### config.mk
export PLATFORM = sky130hd
export DESIGN_NAME = pcht_ctrl
export DESIGN_NICKNAME = d
export VERILOG_FILES = /design/src/hdl/pcht_pkg.sv /design/src/hdl/pcht_ctrl.sv
export SDC_FILE = /design/constraint.sdc
export NUM_CORES = 1
export LEC_CHECK = 0
export BUFFER_PORTS_ARGS = -buffer_cell sky130_fd_sc_hd__buf_2
export CAP_MARGIN = 5
export CORE_AREA = 4 4 41 43
export DETAILED_ROUTE_END_ITERATION = 8
export DIE_AREA = 0 0 45 47
export SYNTH_ARGS = -nofsm -noshare
export SYNTH_HDL_FRONTEND = slang
export SYNTH_SLANG_ARGS = --single-unit
### constraint.sdc
create_clock -name aclk -period 1.38 [get_ports aclk]
set_input_delay 0 -clock aclk [delete_from_list [all_inputs] [get_ports aclk]]
set_output_delay 0 -clock aclk [all_outputs]
set_load 0.01 [all_outputs]
### src/hdl/pcht_pkg.sv
// ----------------------------------------------------------------------------
// Pair count hash table package
// Shared constants, codes and controller/datapath interface types.
// ----------------------------------------------------------------------------
package pcht_pkg;

    localparam int SLOTS_DEF  = 1024;
    localparam int ID_W       = 32;
    localparam int KEY_W      = 2 * ID_W;
    localparam int CNT_W      = 32;
    localparam int HALF_W     = KEY_W / 2;
    localparam int FMIX_SHIFT = 33;

    localparam logic [KEY_W-1:0] FMIX_C1 = 64'hff51afd7ed558ccd;
    localparam logic [KEY_W-1:0] FMIX_C2 = 64'hc4ceb9fe1a85ec53;

    typedef enum logic {
        OP_ADD    = 1'b0,
        OP_LOOKUP = 1'b1
    } pcht_op_t;

    typedef enum logic [3:0] {
        ST_CLEAR,
        ST_IDLE,
        ST_MIX1,
        ST_ADD1,
        ST_MIX2,
        ST_ADD2,
        ST_SEED,
        ST_PROBE,
        ST_RESULT
    } pcht_state_t;

    typedef struct packed {
        logic clear;
        logic load_item;
        logic mix;
        logic mix_c2;
        logic add;
        logic seed;
        logic probe;
        logic out_load;
    } pcht_cmd_t;

    typedef struct packed {
        logic key_zero;
        logic clr_last;
        logic resolve;
        logic out_free;
    } pcht_sts_t;

endpackage

### src/hdl/pcht_ctrl.sv
// ----------------------------------------------------------------------------
// Pair count hash table controller
// Sequences key clearing, the two-round hash mix, probing and result handoff.
// ----------------------------------------------------------------------------
module pcht_ctrl (
    input  logic                aclk,
    input  logic                aresetn,
    input  logic                s_valid,
    output logic                s_ready,
    input  pcht_pkg::pcht_sts_t sts,
    output pcht_pkg::pcht_cmd_t cmd
);
    import pcht_pkg::*;

    pcht_state_t state_reg;
    pcht_state_t state_next;

    always_ff @(posedge aclk) begin
        if (!aresetn) begin
            state_reg <= ST_CLEAR;
        end else begin
            state_reg <= state_next;
        end
    end

    always_comb begin
        state_next = state_reg;
        case (state_reg)
            ST_CLEAR: begin
                if (sts.clr_last) begin
                    state_next = ST_IDLE;
                end
            end
            ST_IDLE: begin
                // a zero key is never stored: skip straight to the empty result
                if (s_valid) begin
                    state_next = sts.key_zero ? ST_RESULT : ST_MIX1;
                end
            end
            ST_MIX1:  state_next = ST_ADD1;
            ST_ADD1:  state_next = ST_MIX2;
            ST_MIX2:  state_next = ST_ADD2;
            ST_ADD2:  state_next = ST_SEED;
            ST_SEED:  state_next = ST_PROBE;
            ST_PROBE: begin
                if (sts.resolve) begin
                    state_next = ST_RESULT;
                end
            end
            ST_RESULT: begin
                if (sts.out_free) begin
                    state_next = ST_IDLE;
                end
            end
            default: state_next = ST_CLEAR;
        endcase
    end

    always_comb begin
        cmd       = '0;
        s_ready   = 1'b0;
        case (state_reg)
            ST_CLEAR:  cmd.clear = 1'b1;
            ST_IDLE: begin
                s_ready       = 1'b1;
                cmd.load_item = s_valid;
            end
            ST_MIX1:   cmd.mix = 1'b1;
            ST_ADD1:   cmd.add = 1'b1;
            ST_MIX2: begin
                cmd.mix    = 1'b1;
                cmd.mix_c2 = 1'b1;
            end
            ST_ADD2:   cmd.add = 1'b1;
            ST_SEED:   cmd.seed = 1'b1;
            ST_PROBE:  cmd.probe = 1'b1;
            ST_RESULT: cmd.out_load = sts.out_free;
            default:   cmd = '0;
        endcase
    end

endmodule

* Yosys cells after proc, flatten, opt, wreduce, memory -nomap -nowiden
Index checks and enable logic that the tools add are counted.
** Storage, ports and cells
- ROM bits :: 0
- Output and inout bits :: 9
- Bits in latches :: 0
- Word-level logic and storage cells :: 32
- Memories kept :: 0
- Register bits after elaboration :: 4
- Bits in writable memories :: 0
** Operators by class
- Muxes and demuxes :: 15
- Reductions and logical operators :: 4
- Shift-type cells :: 0
- $add $sub $neg :: 0
- Bitwise operators :: 0
- Eq/ne operators :: 12
- $mul :: 0
- Divide/modulo/power cells :: 0
- Order comparisons :: 0
** Operator list (count)
- 4-bit one-hot mux with 9 select lines :: 1
- 4-bit two-way mux :: 5
- 4-bit by 3-bit equality test with 1-bit output, second input constant :: 4
- 1-bit two-way mux :: 9
- 4-bit by 2-bit equality test with 1-bit output, second input constant :: 2
- 2-bit != test, second input constant :: 4
- 4-bit by 1-bit equality test with 1-bit output, second input constant :: 1
- 4-bit equality test, second input constant :: 1
- 4-bit logical NOT :: 1
- 4-bit AND reduction :: 1
- 2-bit OR reduction :: 2

* Longest topological paths before layout
Gate-level depths: netlist (run 1).
- Depth after elaboration :: 3
- Gate-level depth with buffers :: 5

* Worst setup path before layout (run 1)
No wires, ideal clock.
- Path kind :: reg-to-reg
- Start :: register state_reg[0]
- End :: register state_reg[0]
- Stages on the path, launching flop included :: 4
- Buffers on the path :: 0
- Setup slack :: 0.312 ns
- Setup time :: 0.120 ns
- Data required time :: 1.260 ns
- Period minus slack after synthesis :: 1.068 ns
- Data arrival time :: 0.949 ns
- Path through :: dfxtp_1 -> nor4b_2 -> and2_1 -> o31a_1
** On the way
- Cells in the longest elaborated chain, start to end :: 3
- Elaborated cells between the ends (all ways) :: 15
- Classes of those cells :: 12 x eq/ne; 1 x mux; 2 x reduce/logical
** RTL lines
- start: declaration :: line pcht_ctrl.sv:15 : pcht_state_t state_reg;
- start signal: assignment :: line pcht_ctrl.sv:22 : state_reg <= state_next;
- 4-bit by 3-bit equality test with 1-bit output, or another cell as far along :: line pcht_ctrl.sv:28 : case (state_reg)
- 2-bit != test (no source line)
- 4-bit AND reduction (no source line)
Several ways; a longest one is shown, not always the timed one.
A chain may end at the register's enable or synchronous reset.

==> results.ini, run 1 <==
[floorplan]
dieArea_um2=2120
ios=16
row_count=13
initial_core_util_pct=29.6
die_w_um=45
die_h_um=47
coreArea_um2=1300

[clock_network]
numCtsBuffers=3
hold_buffers=0
clock_latency_ns=0.23
cts.clk_slew.worst_paths_ns=0.04
clock_path_buffers=2
clock-sinks=4
h-tree-depth=1
clockRootBuffer=clkbuf_4
cts_tree=done

[synth]
async_reset_ff_share_pct=0
yosysMostFrequentCell=nor2_1
yosysWarnings=0
syn-cell-area_um2=385
seq_area_frac_synth_pct=20.8
synth_top_area_cell=dfxtp_1
synthTopCellsByCount=nor2_1 (7), dfxtp_1 (4), nor3_1 (4)
netlist_instances=50
synth-seq-cells=4
syn_area_per_cell_um2=7.71
synth_edf_count=0
netlist.area_leader.share_pct=20.8
ys.flop_type=dfxtp_1
synth_fp_nets=57
yosysUniqueCellTypes=29
ys_top_cells_by_area=dfxtp_1 (21%), nor2_1 (6.8%), buf_6 (5.8%)

[routing]
drtIter0Drc=10
antenna_left=0
vias=411
wirelength_um=911
wl_per_cell_um=11.0
drt_drc_violations_left=0
dr.pass1.iters=4
via_per_inst=4.95

[timing]
slew_headroom_pct=84.2
maxSlewViolCount=0
fin_crit_ns=1.22
clock_skew_ns=0.00470
tns_ns=0
fmax_mhz=821
setup_viol=0
tightestPinTransition_ns=0.235
holdWs_ns=0.0286
timing_hold_violations_final=0
finalCritPeriodShare_pct=88.2
rsz0062_at_grt=no

[global_route]
gr-usage-met2_pct=15.5
antenna_found_initial=0
grt_busiest_layer=met2
grt_use_total_pct=9.72
grt_max_degree=11
use_met3_pct=4.60
grt-ovfl-total=0
grt_pass1_wl_mm=1.55
met1_usage_pct=12.0
grt_pass1_vias=361

[worst_setup_path]
crit_type=reg2out
cp.arrival_ns=1.22
startpoint_type=register
cp.required_ns=1.38
cp-end-kind=output pin
cp_max_fo=9

[cells_and_area]
largest_register_ffs=4
finalInstanceArea_um2=500
drive_gt1_share_pct=42.6
nFillCells=148
nNetsFinal=77
antennaDiodeCount=0
syn2layout_area_growth_pct=29.9
fin_util_pct=38.5

[power_and_ir_drop]
worst_ir_drop_vdd_uv=491
power_density_nw_per_um2=807
power_mw=0.404
leakage_nw=0.246

[flow_run]
drv_cap=0

[placement]
io_buffers=15
placed_area_um2=474
dpl.hpwl_um=732
gp_congestion=0.695

[run_status]
status=finished, final reports clean

[min_path]
hold_class=in2reg

[through the flow]
step,setup WS [ns],std cells
floorplan,0.312,50
global placement,0.187,80
detailed placement,0.185,80
CTS,0.0230,83
global route,0.0383,83
finish,0.162,83
[cell type report]
class	count	area (um2)	area share [%]
sequential	4	83.8	16.8
clock buffer	3	22.5	4.50
tap	15	18.8	3.75
inverter	1	3.75	0.750
timing repair buffer	19	105	21.0
multi-input combinational	41	267	53.3
[cell usage in the layout (no fill, tap or decap), drive strengths merged, types with 2 or more instances in the layout]
cell     n
a21oi    2
buf     19
clkbuf   3
dfxtp    4
nand2    2
nand2b   2
nand3    2
nand4    2
nor2     7
nor2b    3
nor3     4
nor4     2
o21ai    3
[critical path, stage by stage, from the launching register on]
cell and delay [ns]:
dfxtp_1 0.34, buf_4 0.18, nor4_1 0.28, buf_2 0.18
[what timing repair did]
item,4_1_cts,5_1_grt
gates resized for setup,0,3
setup endpoints to repair,0,6
buffers inserted,0,0
[metal layers]
metal  vias up  part of all wire, %
met1       178                   45
met2        15                   46
met5         -                    0
met3         0                  8.6
li1        218                    -
met4         0                    0
[kinds of logic (layout without fill, tap and decap cells)]
family,count (synthesis),count (layout),synth area share [%]
compound gates,8,8,14.6
xor+xnor,1,1,2.27
buf+inv,5,23,10.1
flops,4,4,20.8
simple gates,32,32,52.3
[worst paths after layout]
path                                   start           end  slack, ns  cells after the start
worst max-delay path            state_reg[3]        cmd[4]       0.16                      3
worst max register to register  state_reg[3]  state_reg[0]       0.29                      3
worst min-delay path                 aresetn  state_reg[0]       0.03                      2
worst min register to register  state_reg[3]  state_reg[1]       0.52                      1
[where the power goes]
group	internal, mW	switching, mW	total, mW
sequential	0.125	0.0159	0.141
clock	0.0970	0.0448	0.142
combinational	0.0610	0.0604	0.121
total	0.283	0.121	0.404
No activity file was read; power rests on OpenSTA's default activity.
==> run 2, diff against run 1 <==
BUFFER_PORTS_ARGS = default   (was -buffer_cell sky130_fd_sc_hd__buf_2)
DONT_BUFFER_PORTS = 1   (was default)
==> run 2 against run 1 <==
Against the previous run:
- final area decreased by 7.5%
- clock power about the same
- via count decreased by 11%
- core utilization decreased by 2.9 points
- clock-buffer cell count unchanged
- sequential cell count unchanged
- setup slack got worse by 0.074 ns
==> results.ini, run 2 (synthesized netlist as in run 1, its figures left out) <==
[clock_network]
clock-sinks=4  ; unchanged
postCtsSetupBuffers=0  ; unchanged
cts.clk_slew.worst_paths_ns=0.04  ; about the same
clock_latency_ns=0.23  ; about the same
cts_tree=done
clockRootBuffer=clkbuf_4
clock_path_buffers=2  ; unchanged
h-tree-depth=1  ; unchanged
numCtsBuffers=3  ; unchanged

[cells_and_area]
nNetsFinal=66  ; -14%
mostFrequentLayoutCell=nor2_1
largest_register_ffs=4  ; unchanged
syn2layout_area_growth_pct=20.1
drive_gt1_share_pct=26.3  ; -16 points
antennaDiodeCount=0  ; unchanged
final_cell_mix=nor2_1 (7), buf_4 (6)

[timing]
clock_skew_ns=0.00141  ; -0.00329 ns
rsz0062_at_grt=no
fin_crit_ns=1.29  ; +0.0741 ns
tns_ns=0  ; unchanged
timing_hold_violations_final=0  ; unchanged
slew_headroom_pct=64.6  ; -20 points
tightestPinTransition_ns=0.526  ; +0.291 ns
setup_viol=0  ; unchanged
maxSlewViolCount=0  ; unchanged
finalCritPeriodShare_pct=93.6  ; +5.4 points
fmax_mhz=774  ; -5.7%
setup_ws_ns=0.0882  ; -0.0741 ns

[floorplan]
row_count=13  ; unchanged
ios=16  ; unchanged
die_h_um=47  ; unchanged
initial_core_util_pct=29.6  ; unchanged
die_w_um=45  ; unchanged
dieArea_um2=2120  ; unchanged
coreArea_um2=1300  ; unchanged

[flow_run]
drv_cap=0  ; unchanged

[worst_setup_path]
r2r_slack_ns=0.22  ; -0.07 ns
cp.arrival_ns=1.29  ; +0.07 ns
cp_max_fo=8  ; -1
crit_type=reg2out
cp-end-kind=output pin
cp.required_ns=1.38  ; about the same
startpoint_type=register

[power_and_ir_drop]
p_sw_share_pct=30.4  ; +0.39 points
combPwrFrac_pct=27.5  ; -2.5 points
leakage_nw=0.197  ; -20%
power_density_nw_per_um2=844  ; +4.5%
power.share.clock_pct=36.9  ; +1.8 points
worst_ir_drop_vdd_uv=340  ; -31%
p_seq_share_pct=35.6  ; +0.7 points
p_int_mw=0.272  ; -3.9%
power.switching_mw=0.119  ; -2.1%

[routing]
drtIter0Drc=3  ; -7
vias=367  ; -11%
via_per_inst=5.10  ; +2.9%
wl_per_cell_um=12.6  ; +15%
dr.pass1.iters=2  ; -2
wirelength_um=909  ; -0.22%
drt_drc_violations_left=0  ; unchanged
antenna_left=0  ; unchanged

[placement]
dpl.hpwl_um=678  ; -7.3%
gp_congestion=0.763  ; +9.8%
io_buffers=0  ; -15
preCtsSetupSlack_ns=0.186  ; +0.000954 ns

[global_route]
grt-ovfl-total=0  ; unchanged
grt_use_total_pct=9.16  ; -0.55 points
grt_max_degree=11  ; unchanged
grt_pass1_vias=296  ; -18%
antenna_found_initial=0  ; unchanged
grt_pass1_wl_mm=1.37  ; -12%

[min_path]
hold_class=in2reg

[run_status]
status=finished, final reports clean

[run 2: worst paths after layout]
kind	startpoint	end	cells past startpoint
setup reg to reg	state_reg[2]	state_reg[0]	3
hold reg to reg	state_reg[3]	state_reg[0]	2
hold / removal	sts[1]	state_reg[2]	2
setup / recovery	state_reg[2]	cmd[5]	3
[run 2: final cells by class]
class,instances,area [um2]
Fill cell,147,838
Inverter,1,3.75
Tap cell,15,18.8
Sequential cell,4,81.3
Multi-Input combinational cell,41,272
Timing Repair Buffer,8,65.1
Clock buffer,3,22.5
[run 2: what timing repair did]
item,in CTS,in global routing
hold endpoints to repair,4,0
setup endpoints to repair,0,2
resized for setup,0,2
hold buffers,2,0
[run 2: per-layer routing]
layer  part of all wire [%]  wire length (um)  vias to the layer above  global-route usage, %
li1                       -                 -                      194                      -
met1                     45               406                      159                   11.4
met2                     47               431                       14                   14.1
met3                    7.8                71                        0                   4.98
met4                      0                 0                        0                   1.75
met5                      0                 0                        -                      0
[run 2: power by group through the flow]
stage	clock network, mW	registers, mW	logic (mW)
after detailed placement	0	0.140	0.100
final	0.144	0.139	0.107
after global routing	0.157	0.141	0.117
after floorplan	0	0.134	0.0909
after global placement	0	0.139	0.0992
after CTS	0.152	0.138	0.107
[run 2: critical path: stages, from the launching register on]
cell     delay (ns)
dfxtp_1        0.47
buf_4          0.21
xnor2_1        0.08
nor3_1         0.29
[run 2: stage by stage]
step | instance area (um2) | utilization [%] | instances | power (mW) | hold slack (ns)
6_report | 463 | 35.6 | 72 | 0.391 | 0.0304
5_1_grt | 463 | 35.6 | 72 | 0.415 | 0.0359
4_1_cts | 457 | 35.1 | 72 | 0.397 | 0.0253
3_5_place_dp | 414 | 31.8 | 67 | 0.240 | 0.133
3_3_place_gp | 414 | 31.8 | 67 | 0.238 | 0.130
2_1_floorplan | 385 | - | 50 | 0.225 | 0.128
==> run 3, diff against run 2 <==
REMOVE_ABC_BUFFERS = 1   (was default)
==> run 3 against run 2 <==
Against the previous run:
- clock power rose by 3%
- worst hold slack got worse by 0.0022 ns
- setup slack gained 0.0088 ns
- sequential cell count stayed put
- routed wire length up 4.3%
- global-route usage grew 1.1 points
- final area rose by 1.1%
- cell count increased by 1.4%
- die area stayed put
- power up 3.0%
- clock-buffer cell count stayed put
- non-clock buffer count up 1
- critical path type unchanged
==> results.ini, run 3 (synthesized netlist as in run 1, its figures left out) <==
[global_route]
grt_max_degree=12  ; +1
use_met3_pct=4.21  ; -0.77 points
grt_pass1_vias=374  ; +26%
gr-usage-met2_pct=16.7  ; +2.5 points
grt_pass1_wl_mm=1.58  ; +16%
grt_busiest_layer=met2
grt-ovfl-total=0  ; unchanged
antenna_found_initial=0  ; unchanged
grt_use_total_pct=10.3  ; +1.1 points
met1_usage_pct=12.3  ; +0.91 points

[clock_network]
postCtsSetupBuffers=0  ; unchanged
clock-sinks=4  ; unchanged
cts_tree=done
clock_latency_ns=0.24  ; about the same
clock_path_buffers=2  ; unchanged
h-tree-depth=1  ; unchanged
cts.clk_slew.worst_paths_ns=0.04  ; about the same
clockRootBuffer=clkbuf_4
numCtsBuffers=3  ; unchanged

[min_path]
min-delay-start=sts[1]
min_path_cells=3  ; +1
holdPathEnd=state_reg[1]
hold_class=in2reg

[timing]
finalCritPeriodShare_pct=93.0  ; -0.64 points
fmax_mhz=779  ; +0.69%
holdWs_ns=0.0281  ; -0.00224 ns
rsz0062_at_grt=no
tightestPinTransition_ns=0.374  ; -0.151 ns
slew_headroom_pct=74.8  ; +10 points
timing_hold_violations_final=0  ; unchanged
clock_skew_ns=0.00450  ; +0.00309 ns
maxSlewViolCount=0  ; unchanged
fin_crit_ns=1.28  ; -0.00884 ns
tns_ns=0  ; unchanged
setup_viol=0  ; unchanged

[routing]
dr.pass1.iters=3  ; +1
wirelength_um=948  ; +4.3%
drt_drc_violations_left=0  ; unchanged
vias=382  ; +4.1%
antenna_left=0  ; unchanged
drtIter0Drc=3  ; unchanged
via_per_inst=5.23  ; +2.7%
wl_per_cell_um=13.0  ; +2.9%

[cells_and_area]
largest_register_ffs=4  ; unchanged
antennaDiodeCount=0  ; unchanged
drive_gt1_share_pct=29.3  ; +3.0 points
syn2layout_area_growth_pct=21.4
final_cell_mix=nor2_1 (7), buf_4 (7), nor3_1 (4)
nNetsFinal=67  ; +1.5%

[worst_setup_path]
cp.required_ns=1.38  ; about the same
cp-end-kind=output pin
crit_type=reg2out
r2r_slack_ns=0.18  ; -0.04 ns
cp_max_fo=8  ; unchanged
startpoint_type=register
worstRegToRegCells=5  ; +2
r2r-start=state_reg[0]
cp.arrival_ns=1.28  ; about the same
r2r_end=state_reg[1]

[floorplan]
initial_core_util_pct=29.6  ; unchanged
dieArea_um2=2120  ; unchanged
coreArea_um2=1300  ; unchanged
row_count=13  ; unchanged
die_h_um=47  ; unchanged
die_w_um=45  ; unchanged
ios=16  ; unchanged

[placement]
gp_congestion=0.733  ; -3.9%
dpl.hpwl_um=729  ; +7.5%
io_buffers=0  ; unchanged

[run_status]
status=finished, final reports clean

[power_and_ir_drop]
p_sw_share_pct=30.6  ; +0.26 points
p_seq_share_pct=35.9  ; +0.3 points
power.switching_mw=0.123  ; +3.9%
worst_ir_drop_vdd_uv=220  ; -35%
power_mw=0.402  ; +3.0%
power_density_nw_per_um2=860  ; +1.9%
power.share.clock_pct=36.9  ; about the same
p_int_mw=0.279  ; +2.6%
combPwrFrac_pct=27.1  ; -0.4 points
leakage_nw=0.199  ; +0.93%

[flow_run]
drv_cap=0  ; unchanged

-- run 3: through the flow --
step / util, % / instance area (um2) / cells / worst slack (ns)
finish: 36.0 / 468 / 73 / 0.0970
global route: 36.0 / 468 / 73 / 0.0137
CTS: 35.8 / 465 / 73 / 0.0259
detailed placement: 32.4 / 422 / 68 / 0.0900
global placement: 32.4 / 422 / 68 / 0.110
floorplan: - / 350 / 46 / 0.107
-- run 3: routing by layer --
| metal | wire (um) | vias up |
|---|---|---|
| li1 | - | 199 |
| met1 | 453 | 171 |
| met5 | 0 | - |
| met2 | 434 | 12 |
| met4 | 0 | 0 |
| met3 | 61 | 0 |
-- run 3: critical path, stage by stage (launching register included) --
cell	delay (ns)
dfxtp_1	0.47
nor4b_2	0.27
and2_1	0.18
buf_4	0.12
-- run 3: power groups by stage --
stage	Clock [mW]	Sequential, mW	Combinational, mW
final	0.149	0.144	0.109
after global routing	0.162	0.147	0.121
after global placement	0	0.145	0.102
after floorplan	0	0.147	0.0656
after detailed placement	0	0.145	0.104
after CTS	0.149	0.144	0.110
-- run 3: final cells by class --
cell class,instances,area [um2]
Clock buffer,3,22.5
Multi-Input combinational cell,41,267
Fill cell,154,833
Inverter,1,3.75
Tap cell,15,18.8
Sequential cell,4,83.8
Timing Repair Buffer,9,72.6
-- run 3: repair_timing --
action / 4_1_cts / 5_1_grt
resized for setup: 1 / 2
endpoints found under the setup margin: 1 / 2
hold endpoints to repair: 4 / 0
hold buffers: 2 / 0
-- run 3: how the worst max path moves through the flow --
stage	startpoint	to	slack (ns)	cells past startpoint
5_1_grt	state_reg[3]	cmd[0]	0.01	3
4_1_cts	state_reg[2]	cmd[5]	0.03	3
3_5_place_dp	state_reg[0]	state_reg[1]	0.09	5
3_3_place_gp	state_reg[0]	state_reg[1]	0.11	5
2_1_floorplan	state_reg[1]	state_reg[0]	0.11	3
6_report	state_reg[3]	cmd[0]	0.1	3
